<file path="config.mk">
export PLATFORM = sky130hd
export DESIGN_NAME = eight_bit_alu_with_flags_flat
export DESIGN_NICKNAME = d
export VERILOG_FILES = /design/src/hdl/ealu_pkg.sv /design/src/hdl/ealu_if.sv /design/src/hdl/eight_bit_alu_with_flags.sv /design/src/hdl/ealu_core.sv /design/src/flat_wrapper.sv
export SDC_FILE = /design/constraint.sdc
export NUM_CORES = 1
export LEC_CHECK = 0
export BUFFER_PORTS_ARGS = -buffer_cell sky130_fd_sc_hd__buf_2
export CAP_MARGIN = 25
export CORE_MARGIN = 2
export CORE_UTILIZATION = 50
export DETAILED_ROUTE_END_ITERATION = 7
export GPL_TIMING_DRIVEN = 1
export PLACE_DENSITY = 0.73
export SYNTH_ARGS = -nofsm -noshare
export SYNTH_HDL_FRONTEND = slang
export SYNTH_SLANG_ARGS = --single-unit
</file>
<file path="constraint.sdc">
create_clock -name clk_i -period 8.46 [get_ports clk_i]
set_input_delay 1.692 -clock clk_i [delete_from_list [all_inputs] [get_ports clk_i]]
set_output_delay 1.692 -clock clk_i [all_outputs]
set_load 0.01 [all_outputs]
</file>
<file path="src/hdl/ealu_pkg.sv">
// Shared types and constants for the eight-bit ALU with flags.
// Used by the channel interfaces, the datapath, the top level and the checker.
package ealu_pkg;

  typedef enum logic [4:0] {
    ACT_ADD       = 5'd0,
    ACT_ADC       = 5'd1,
    ACT_SUB       = 5'd2,
    ACT_SBC       = 5'd3,
    ACT_AND       = 5'd4,
    ACT_XOR       = 5'd5,
    ACT_OR        = 5'd6,
    ACT_CP        = 5'd7,
    ACT_INC       = 5'd8,
    ACT_DEC       = 5'd9,
    ACT_DAA       = 5'd10,
    ACT_RLCA      = 5'd11,
    ACT_RLA       = 5'd12,
    ACT_RRCA      = 5'd13,
    ACT_RRA       = 5'd14,
    ACT_RLC       = 5'd15,
    ACT_RL        = 5'd16,
    ACT_RRC       = 5'd17,
    ACT_RR        = 5'd18,
    ACT_SLA       = 5'd19,
    ACT_SRA       = 5'd20,
    ACT_SRL       = 5'd21,
    ACT_SWAP      = 5'd22,
    ACT_BIT       = 5'd23,
    ACT_ADD16     = 5'd24,
    ACT_SP_OFFSET = 5'd25,
    ACT_LOAD      = 5'd26
  } action_e;

  // Flag register, Z in the top bit and C in the bottom bit.
  typedef struct packed {
    logic z;
    logic n;
    logic h;
    logic c;
  } flags_t;

  typedef struct packed {
    logic [4:0]        action;
    logic [7:0]        operand_byte;
    logic [7:0]        bit_mask;
    logic [15:0]       wide_first;
    logic [15:0]       wide_second;
    logic signed [7:0] signed_offset;
    logic [3:0]        flags_load;
  } in_item_t;

  typedef struct packed {
    logic [7:0]  byte_result;
    logic [7:0]  accumulator;
    logic        zero_flag;
    logic        subtract_flag;
    logic        half_carry_flag;
    logic        carry_flag;
    logic [15:0] wide_result;
  } out_item_t;

  // Decimal adjust: upper limit of a valid BCD byte and the two corrections.
  localparam logic [7:0] DAA_LIMIT  = 8'h99;
  localparam logic [3:0] DAA_DIGIT  = 4'h9;
  localparam logic [7:0] DAA_ADJ_HI = 8'h60;
  localparam logic [7:0] DAA_ADJ_LO = 8'h06;

endpackage

</file>
<file path="src/hdl/ealu_if.sv">
// Valid/ready channel interfaces for the ALU request and result streams.
// Depends on ealu_pkg for the payload types.
interface ealu_req_if;
  import ealu_pkg::*;

  logic     valid;
  logic     ready;
  in_item_t payload;

  modport source (output valid, output payload, input ready);
  modport sink   (input valid, input payload, output ready);
endinterface

interface ealu_rsp_if;
  import ealu_pkg::*;

  logic      valid;
  logic      ready;
  out_item_t payload;

  modport source (output valid, output payload, input ready);
  modport sink   (input valid, input payload, output ready);
endinterface

</file>
<file path="src/hdl/eight_bit_alu_with_flags.sv">
// Top level of the eight-bit ALU with Z N H C flags: input register, datapath,
// result register, accumulator and flag state. Depends on ealu_pkg, ealu_if, ealu_core.
//
// The block takes one operation per transfer on req_i and returns exactly one
// result per operation on rsp_o, in order. Throughput is one operation per
// clock while rsp_o keeps ready high: the datapath between the input register
// and the result register is a single pass of short add, logic and shift
// logic, and the accumulator and flags are written on the same edge that loads
// the result register, so an operation that depends on the previous one can
// follow in the very next cycle. A request is captured in the input register
// on its transfer, and its result is loaded into the result register when the
// input stage advances. While a result waits on rsp_o the input register
// still takes one more request; ready on req_i drops only when both registers
// are full. Reset clears the accumulator and all four flags.
module eight_bit_alu_with_flags (
  input  logic            clk_i,
  input  logic            rst_ni,
  ealu_req_if.sink        req_i,
  ealu_rsp_if.source      rsp_o
);
  import ealu_pkg::*;

  // Input stage
  in_item_t  in_q;
  logic      in_vld_q;
  logic      in_vld_d;

  // Result stage
  out_item_t out_q;
  out_item_t out_d;
  logic      out_vld_q;
  logic      out_vld_d;

  // Architectural state
  logic [7:0] acc_q;
  logic [7:0] acc_d;
  flags_t     flg_q;
  flags_t     flg_d;

  logic advance;
  logic in_xfer;

  // Advance the input stage when it holds a request and the result register is free or drains now.
  assign advance = in_vld_q & (~out_vld_q | rsp_o.ready);
  assign req_i.ready = ~in_vld_q | advance;
  assign in_xfer = req_i.valid & req_i.ready;

  ealu_core u_core (
    .item_i   (in_q),
    .acc_i    (acc_q),
    .flags_i  (flg_q),
    .result_o (out_d)
  );

  // Next state follows the result being registered.
  always_comb begin
    acc_d     = acc_q;
    flg_d     = flg_q;
    in_vld_d  = in_vld_q;
    out_vld_d = out_vld_q;
    if (advance) begin
      acc_d = out_d.accumulator;
      flg_d = '{z: out_d.zero_flag, n: out_d.subtract_flag,
                h: out_d.half_carry_flag, c: out_d.carry_flag};
      out_vld_d = 1'b1;
    end else if (rsp_o.ready) begin
      out_vld_d = 1'b0;
    end
    if (in_xfer) begin
      in_vld_d = 1'b1;
    end else if (advance) begin
      in_vld_d = 1'b0;
    end
  end

  always_ff @(posedge clk_i or negedge rst_ni) begin
    if (!rst_ni) begin
      in_vld_q  <= 1'b0;
      out_vld_q <= 1'b0;
      acc_q     <= '0;
      flg_q     <= '0;
    end else begin
      in_vld_q  <= in_vld_d;
      out_vld_q <= out_vld_d;
      acc_q     <= acc_d;
      flg_q     <= flg_d;
    end
  end

  // Payload registers: capture on transfer, load result on advance.
  always_ff @(posedge clk_i) begin
    if (in_xfer) begin
      in_q <= req_i.payload;
    end
    if (advance) begin
      out_q <= out_d;
    end
  end

  assign rsp_o.valid   = out_vld_q;
  assign rsp_o.payload = out_q;

endmodule

</file>
<file path="src/hdl/ealu_core.sv">
// Single-pass ALU datapath: one request plus the current accumulator and flags
// in, one result item out. Depends on ealu_pkg.
module ealu_core (
  input  ealu_pkg::in_item_t  item_i,
  input  logic [7:0]          acc_i,
  input  ealu_pkg::flags_t    flags_i,
  output ealu_pkg::out_item_t result_o
);
  import ealu_pkg::*;

  action_e     act;
  logic [7:0]  v;
  logic [7:0]  off_u;
  logic        cin_add;
  logic        cin_sub;
  logic [8:0]  sum9;
  logic [4:0]  sum5;
  logic [8:0]  dif9;
  logic [4:0]  dif5;
  logic [16:0] s17;
  logic [12:0] s13;
  logic [15:0] sp_sum;
  logic [4:0]  sp5;
  logic [8:0]  sp9;
  logic        daa_hi;
  logic        daa_lo;
  logic [7:0]  daa_a;
  logic [7:0]  a_n;
  logic [7:0]  r;
  logic        byte_op;
  logic [15:0] wide;
  flags_t      f;

  assign act   = action_e'(item_i.action);
  assign v     = item_i.operand_byte;
  assign off_u = item_i.signed_offset;

  // Shared adders for the eight-bit arithmetic.
  assign cin_add = (act == ACT_ADC) & flags_i.c;
  assign cin_sub = (act == ACT_SBC) & flags_i.c;
  assign sum9 = {1'b0, acc_i} + {1'b0, v} + {8'd0, cin_add};
  assign sum5 = {1'b0, acc_i[3:0]} + {1'b0, v[3:0]} + {4'd0, cin_add};
  assign dif9 = {1'b0, acc_i} - {1'b0, v} - {8'd0, cin_sub};
  assign dif5 = {1'b0, acc_i[3:0]} - {1'b0, v[3:0]} - {4'd0, cin_sub};

  // Sixteen-bit adds.
  assign s17    = {1'b0, item_i.wide_first} + {1'b0, item_i.wide_second};
  assign s13    = {1'b0, item_i.wide_first[11:0]} + {1'b0, item_i.wide_second[11:0]};
  assign sp_sum = item_i.wide_first + {{8{off_u[7]}}, off_u};
  assign sp5    = {1'b0, item_i.wide_first[3:0]} + {1'b0, off_u[3:0]};
  assign sp9    = {1'b0, item_i.wide_first[7:0]} + {1'b0, off_u};

  // Decimal adjust; the high correction leaves the low digit alone.
  assign daa_hi = flags_i.c | (acc_i > DAA_LIMIT);
  assign daa_lo = flags_i.h | (acc_i[3:0] > DAA_DIGIT);
  always_comb begin
    if (!flags_i.n) begin
      daa_a = acc_i + (daa_hi ? DAA_ADJ_HI : 8'd0) + (daa_lo ? DAA_ADJ_LO : 8'd0);
    end else begin
      daa_a = acc_i - (flags_i.c ? DAA_ADJ_HI : 8'd0) - (flags_i.h ? DAA_ADJ_LO : 8'd0);
    end
  end

  always_comb begin
    a_n     = acc_i;
    f       = flags_i;
    r       = acc_i;
    byte_op = 1'b0;
    wide    = 16'd0;
    case (act)
      ACT_ADD, ACT_ADC: begin
        a_n = sum9[7:0];
        f   = '{z: (sum9[7:0] == 8'd0), n: 1'b0, h: sum5[4], c: sum9[8]};
      end
      ACT_SUB, ACT_SBC: begin
        a_n = dif9[7:0];
        f   = '{z: (dif9[7:0] == 8'd0), n: 1'b1, h: dif5[4], c: dif9[8]};
      end
      ACT_CP: begin
        f = '{z: (dif9[7:0] == 8'd0), n: 1'b1, h: dif5[4], c: dif9[8]};
      end
      ACT_AND: begin
        a_n = acc_i & v;
        f   = '{z: ((acc_i & v) == 8'd0), n: 1'b0, h: 1'b1, c: 1'b0};
      end
      ACT_XOR: begin
        a_n = acc_i ^ v;
        f   = '{z: ((acc_i ^ v) == 8'd0), n: 1'b0, h: 1'b0, c: 1'b0};
      end
      ACT_OR: begin
        a_n = acc_i | v;
        f   = '{z: ((acc_i | v) == 8'd0), n: 1'b0, h: 1'b0, c: 1'b0};
      end
      ACT_INC: begin
        r       = v + 8'd1;
        byte_op = 1'b1;
        f       = '{z: (v == 8'hFF), n: 1'b0, h: (v[3:0] == 4'hF), c: flags_i.c};
      end
      ACT_DEC: begin
        r       = v - 8'd1;
        byte_op = 1'b1;
        f       = '{z: (v == 8'h01), n: 1'b1, h: (v[3:0] == 4'h0), c: flags_i.c};
      end
      ACT_DAA: begin
        a_n = daa_a;
        f   = '{z: (daa_a == 8'd0), n: flags_i.n, h: 1'b0,
                c: flags_i.n ? flags_i.c : daa_hi};
      end
      ACT_RLCA: begin
        a_n = {acc_i[6:0], acc_i[7]};
        f   = '{z: 1'b0, n: 1'b0, h: 1'b0, c: acc_i[7]};
      end
      ACT_RLA: begin
        a_n = {acc_i[6:0], flags_i.c};
        f   = '{z: 1'b0, n: 1'b0, h: 1'b0, c: acc_i[7]};
      end
      ACT_RRCA: begin
        a_n = {acc_i[0], acc_i[7:1]};
        f   = '{z: 1'b0, n: 1'b0, h: 1'b0, c: acc_i[0]};
      end
      ACT_RRA: begin
        a_n = {flags_i.c, acc_i[7:1]};
        f   = '{z: 1'b0, n: 1'b0, h: 1'b0, c: acc_i[0]};
      end
      ACT_RLC: begin
        r = {v[6:0], v[7]};
        byte_op = 1'b1;
        f = '{z: (v == 8'd0), n: 1'b0, h: 1'b0, c: v[7]};
      end
      ACT_RL: begin
        r = {v[6:0], flags_i.c};
        byte_op = 1'b1;
        f = '{z: ({v[6:0], flags_i.c} == 8'd0), n: 1'b0, h: 1'b0, c: v[7]};
      end
      ACT_RRC: begin
        r = {v[0], v[7:1]};
        byte_op = 1'b1;
        f = '{z: (v == 8'd0), n: 1'b0, h: 1'b0, c: v[0]};
      end
      ACT_RR: begin
        r = {flags_i.c, v[7:1]};
        byte_op = 1'b1;
        f = '{z: ({flags_i.c, v[7:1]} == 8'd0), n: 1'b0, h: 1'b0, c: v[0]};
      end
      ACT_SLA: begin
        r = {v[6:0], 1'b0};
        byte_op = 1'b1;
        f = '{z: (v[6:0] == 7'd0), n: 1'b0, h: 1'b0, c: v[7]};
      end
      ACT_SRA: begin
        r = {v[7], v[7:1]};
        byte_op = 1'b1;
        f = '{z: (v[7:1] == 7'd0), n: 1'b0, h: 1'b0, c: v[0]};
      end
      ACT_SRL: begin
        r = {1'b0, v[7:1]};
        byte_op = 1'b1;
        f = '{z: (v[7:1] == 7'd0), n: 1'b0, h: 1'b0, c: v[0]};
      end
      ACT_SWAP: begin
        r = {v[3:0], v[7:4]};
        byte_op = 1'b1;
        f = '{z: (v == 8'd0), n: 1'b0, h: 1'b0, c: 1'b0};
      end
      ACT_BIT: begin
        f = '{z: ((v & item_i.bit_mask) == 8'd0), n: 1'b0, h: 1'b1, c: flags_i.c};
      end
      ACT_ADD16: begin
        wide = s17[15:0];
        f    = '{z: flags_i.z, n: 1'b0, h: s13[12], c: s17[16]};
      end
      ACT_SP_OFFSET: begin
        wide = sp_sum;
        f    = '{z: 1'b0, n: 1'b0, h: sp5[4], c: sp9[8]};
      end
      ACT_LOAD: begin
        a_n = v;
        f   = flags_t'(item_i.flags_load);
      end
      default: begin
        // unused codes: hold state
        a_n = acc_i;
      end
    endcase
  end

  assign result_o.byte_result     = byte_op ? r : a_n;
  assign result_o.accumulator     = a_n;
  assign result_o.zero_flag       = f.z;
  assign result_o.subtract_flag   = f.n;
  assign result_o.half_carry_flag = f.h;
  assign result_o.carry_flag      = f.c;
  assign result_o.wide_result     = wide;

endmodule

</file>
<file path="src/flat_wrapper.sv">
// flat-port wrapper written by rule: the top's interface ports become plain ports
module eight_bit_alu_with_flags_flat import ealu_pkg::*;
  (clk_i, rst_ni, req_i_valid, req_i_payload, req_i_ready, rsp_o_valid, rsp_o_payload, rsp_o_ready);
  ealu_req_if req_i_i ();
  ealu_rsp_if rsp_o_i ();
  input  logic clk_i;
  input  logic rst_ni;
  input wire logic [$bits(req_i_i.valid)-1:0] req_i_valid;
  input wire logic [$bits(req_i_i.payload)-1:0] req_i_payload;
  output wire logic [$bits(req_i_i.ready)-1:0] req_i_ready;
  output wire logic [$bits(rsp_o_i.valid)-1:0] rsp_o_valid;
  output wire logic [$bits(rsp_o_i.payload)-1:0] rsp_o_payload;
  input wire logic [$bits(rsp_o_i.ready)-1:0] rsp_o_ready;
  assign req_i_i.valid = req_i_valid;
  assign req_i_i.payload = req_i_payload;
  assign req_i_ready = req_i_i.ready;
  assign rsp_o_valid = rsp_o_i.valid;
  assign rsp_o_payload = rsp_o_i.payload;
  assign rsp_o_i.ready = rsp_o_ready;
  eight_bit_alu_with_flags u_core (.clk_i(clk_i), .rst_ni(rst_ni), .req_i(req_i_i), .rsp_o(rsp_o_i));
endmodule
</file>
Yosys cells after proc, flatten, opt, wreduce, memory -nomap -nowiden
Index checks and enable logic that the tools add are counted.
{ "classes": {"add_sub_neg": 19, "magnitude_cmp": 2, "n_eq_ne": 29, "n_mux": 16, "bitwise_logic": 14, "reduce_logical": 23} }
{ "op_table": {"columns": ["operator", "count"], "rows": [
  ["$pmux 8 s11", 1],
  ["$pmux 4 s21", 1],
  ["$logic_not 8->1", 10],
  ["$pmux 8 s10", 1],
  ["$eq 5x5->1 const B", 11],
  ["$eq 5x4->1 const B", 8],
  ["$pmux 16 s2", 1],
  ["$eq 5x3->1 const B", 4],
  ["$add 8x8->9", 2],
  ["$add 16x16->17", 1],
  ["$add 16x16->16", 1],
  ["$and 8x8->8", 2],
  ["$mux 8", 2],
  ["$logic_not 7->1", 2],
  ["$mux 7", 2],
  ["$add 12x12->13", 1],
  ["$add 4x4->5", 2],
  ["$eq 5x2->1 const B", 2],
  ["$reduce_or 10->1", 1],
  ["$reduce_or 2->1", 5],
  ["$add 9x1->9", 1],
  ["$sub 8x8->9", 1],
  ["$sub 9x1->9", 1],
  ["$add 8x1->8 const B", 1],
  ["25 further kinds", 39]
]} }
{ "word_totals": {"regBits": 115, "inputBits": 69, "elab_cells": 124} }

Depth between registers and ports, before layout
{ "logic_depth": {"word_depth": 8, "ltp_mapped": 15, "ltp_nobuf": 14} }

Hierarchy
From an unflattened synthesis, not the netlist that was laid out.
{ "unflattened": {"cells_unflattened": 839, "hier_area_um2": 8575.7} }
{ "modules_own_cells": {"columns": ["module", "n_inst", "cells_per_inst", "area_each_um2"], "rows": [
  ["ealu_core", 1, 704, 4947.2],
  ["eight_bit_alu_with_flags", 1, 135, 3628.5]
]} }

Worst setup path after synthesis
OpenSTA, ideal clock, no wires.
{ "synth_path": {"path_type": "input -> register", "from": "input port rsp_o_ready", "to": "register u_core.acc_q[0]", "setup_ps": 127, "arrival_time_ps": 3821, "required_time_ps": 8333, "path_slack_ps": 4513, "stages": 5, "n_path_buf": 2, "path_cell_list": "nand2b_1 -> and2_1 -> clkbuf_1 -> buf_1 -> mux2_2"} }
{ "synth_between": {"elab_chain_len": 2} }
{ "synth_lines": {"columns": ["element", "line", "source"], "rows": [
  ["start, declared", "flat_wrapper.sv:13", "input wire logic [$bits(rsp_o_i.ready)-1:0] rsp_o_ready;"],
  ["$or 1x1->1", "eight_bit_alu_with_flags.sv:44", "assign advance = in_vld_q & (~out_vld_q | rsp_o.ready);"],
  ["$and 1x1->1", "eight_bit_alu_with_flags.sv:44", null],
  ["net u_core.advance", "eight_bit_alu_with_flags.sv:40", "logic advance;"],
  ["end signal, assigned", "eight_bit_alu_with_flags.sv:80", "acc_q <= '0;"],
  ["end signal, assigned", "eight_bit_alu_with_flags.sv:85", "acc_q <= acc_d;"],
  ["end, declared", "eight_bit_alu_with_flags.sv:35", "logic [7:0] acc_q;"]
]} }
The timed path passes the listed nets, and every way through them passes these cells.
A chain may end at the register's enable or synchronous reset.

==> impl_metrics.py <==
metrics = {
    "outcome": {
        "status": "finished, final reports clean",
    },
    "grt": {
        "grt_pass1_wl_um": 37400,
        "grt_max_degree": 66,
        "grt_util_met2": 0.409,
        "grt_use_met3": 0.0458,
        "first_global_vias": 6859,
        "antenna_found_initial": 0,
        "met1_usage": 0.380,
        "gr-max-usage-layer": "met2",
        "grtUsageTotal": 0.269,
        "grt-ovfl-total": 0,
    },
    "synth": {
        "synth_area_leaders": "edfxtp_1, ha_1, dfrtp_1, a21oi_1, nor2_1",
        "ys_seq_area_frac": 0.396,
        "yosysMostFrequentCell": "edfxtp_1",
        "synth-xor-area-share": 0.0502,
        "synth_top_family_by_area": "compound AO/OA/AOI/OAI gates",
        "yosysWarnings": 0,
        "synth_commonest_cells": "edfxtp_1, ha_1, nor2_1",
        "synth-simple-area-share": 0.146,
        "synth_cell_types": 69,
        "synthAdderAreaFrac": 0.134,
        "synth_ff_type": "edfxtp_1",
        "ys_seq_elements": 115,
        "netlist_area_mm2": 0.00854,
        "synthCells": 854,
        "async_flop_share": 0.122,
        "syn_nets": 1010,
        "synth_edf_count": 101,
        "synth_top_area_share": 0.355,
        "synth_compound_gate_area_share": 0.205,
        "syn_avg_cell_area_um2": 10.0,
        "yosys.area.top_type": "edfxtp_1",
        "muxShareOfSynthArea": 0.0246,
    },
    "setup_path": {
        "path_class": "flip-flop to flip-flop",
        "cp_max_fo": 29,
        "rr_worst_depth": 11,
        "cp.buffers_inverters": 0,
        "cp_slowest_cell": "edfxtp_1",
        "path_delay_family": "compound AO/OA/AOI/OAI gates",
        "cp_slowest_stage_delay_ps": 730,
        "cp.required_ps": 8600,
        "worstPathArrival_ps": 4590,
        "crit_path_end_kind": "flip-flop",
        "start_kind": "flip-flop",
        "crit_path_cell_trace": "nor3_1 -> nand3_1 -> fa_1 -> ha_1 -> o21ai_0 -> a311oi_1 -> a31oi_1 -> xnor2_1 -> a22o_1 -> a211oi_1 -> nor2_1",
        "worst-path-stages": 11,
    },
    "die": {
        "die_w_um": 135,
        "io_pins": 107,
        "die_h_um": 135,
        "dieArea_mm2": 0.0181,
        "design.core.area_mm2": 0.0166,
        "start_util": 0.513,
        "core.rowCount": 47,
    },
    "clock_network": {
        "clockBufferDepth": 2,
        "cts_resized": 0,
        "cts_tree": "yes",
        "cts_made_buffers": 17,
        "clock-sinks": 115,
        "clk_latency_ps": 420,
        "hold_buffers": 0,
        "clock-root-buffer": "clkbuf_16",
        "htree_levels": 4,
        "postCtsSetupBuffers": 0,
        "clk_pin_slew_ps": 60,
    },
    "cells_and_area": {
        "drive_gt1_frac": 0.173,
        "postLayoutCoreUtil": 0.586,
        "antennaDiodeCount": 0,
        "syn2layout_area_growth_pct": 14.1,
        "regArea_mm2": 0.00338,
        "final_area_mm2": 0.00974,
        "n_fill_cell": 1457,
        "multi_input_area_mm2": 0.00479,
        "fin_nets": 1097,
        "layoutNonFillerInstCount": 1173,
    },
    "power": {
        "vdd_drop_max_mv": 0.164,
        "switchingPower_uw": 1000,
        "intPower_uw": 1570,
        "pwr-share-comb": 0.413,
        "clockPowerShare": 0.269,
        "p_leak_uw": 0.00396,
        "seq_power_share": 0.318,
        "power.density_mw_per_mm2": 264,
        "switching_share": 0.390,
    },
    "route": {
        "first_iter_violations": 905,
        "vias": 7379,
        "vias_per_cell": 6.29,
        "ant_nets": 0,
        "firstDrtPassIters": 7,
        "wl_um": 24300,
        "wl_per_cell_um": 20.7,
        "drc": 0,
    },
    "place": {
        "place.gp.congestion": 1.01,
        "dp.cells": 1142,
        "hpwl_um": 17900,
        "place_area_mm2": 0.00918,
        "io_buffers": 106,
    },
    "timing": {
        "slew_headroom": 0.364,
        "fmax_mhz": 225,
        "rsz0062_at_grt": "no",
        "holdWs_ps": 498,
        "finClkSkew_ps": 8.15,
        "period_share": 0.526,
        "finalMaxSlewViolations": 0,
        "setup_tns_ps": 0,
        "worstMarginPinSlew_ps": 946,
        "setup_viol": 0,
        "hold_viol_final": 0,
        "period_minus_slack_ps": 4450,
    },
    "worst_hold_path": {
        "hold_class": "flip-flop to flip-flop",
        "min_path_cells": 1,
    },
    "flow_run": {
        "maxCapViolCount": 0,
    },
}
## flip-flops by register name, indices dropped and copies added, names as in the netlist
name / flops
u_core.rsp_o.payload: 36
u_core.in_vld_q: 1
u_core.rsp_o.valid: 1
u_core.in_q: 65
u_core.flg_q: 4
u_core.acc_q: 8
## stage by stage
stage,power [uW],setup slack (ps)
6_report,2570,4010
5_1_grt,2710,3780
4_1_cts,2560,4060
3_5_place_dp,1860,4180
3_3_place_gp,1860,4260
2_1_floorplan,1570,4510
## power groups by stage
| stage | Sequential [uW] | Clock (uW) | Combinational (uW) |
|---|---|---|---|
| finish | 819 | 692 | 1060 |
| global route | 826 | 725 | 1160 |
| CTS | 814 | 701 | 1040 |
| detailed placement | 825 | 0 | 1030 |
| global placement | 824 | 0 | 1030 |
| floorplan | 775 | 0 | 793 |
## area by class of cell
type                            count  share of cell area
Sequential cell                   115               0.347
Clock inverter                     14              0.0144
Inverter                           44              0.0169
Clock buffer                       17              0.0437
Timing Repair Buffer              111              0.0583
Tap cell                          220              0.0282
Multi-Input combinational cell    652               0.491
## logic make-up after synthesis
| logic type | count (synthesis) |
|---|---|
| compound gates | 247 |
| xor+xnor | 49 |
| fa+ha+maj | 87 |
| buf+inv | 87 |
| flops | 115 |
| mux | 19 |
| simple gates | 250 |
## metal layers
metal	up-vias	routed length [um]
met4	0	829
met2	404	10800
met3	62	2010
met5	-	0
met1	3481	10700
li1	3432	-
## placed cells by master (no fill, tap or decap), drive strengths merged, types with 10 or more instances in the layout
cell / instances
a21o: 12
a21oi: 48
a221o: 13
a221oi: 13
a22oi: 10
buf: 111
clkbuf: 17
dfrtp: 14
edfxtp: 101
ha: 80
inv: 45
mux2: 10
nand2: 56
nand2b: 18
nand3: 22
nor2: 66
nor3: 25
nor4: 10
o211ai: 13
o21ai: 38
o22ai: 21
xnor2: 26
xor2: 23
## path summary, 6_finish.rpt
check | start | to | slack, ps
setup / recovery | u_core.in_q[62]$_DFFE_PP_ | u_core.rsp_o.payload[35]$_DFFE_PP_ | 4010
hold / removal | u_core.in_vld_q$_DFFE_PN0P_ | u_core.rsp_o.valid$_DFFE_PN0P_ | 500
setup reg to reg | u_core.in_q[62]$_DFFE_PP_ | u_core.rsp_o.payload[35]$_DFFE_PP_ | 4010
hold reg to reg | u_core.in_vld_q$_DFFE_PN0P_ | u_core.rsp_o.valid$_DFFE_PN0P_ | 500
max in group asynchronous | rst_ni | u_core.acc_q[6]$_DFFE_PN0P_ | 6960
min in group asynchronous | rst_ni | u_core.flg_q[0]$_DFFE_PN0P_ | 1200
Power figures use the tool's default switching activity.
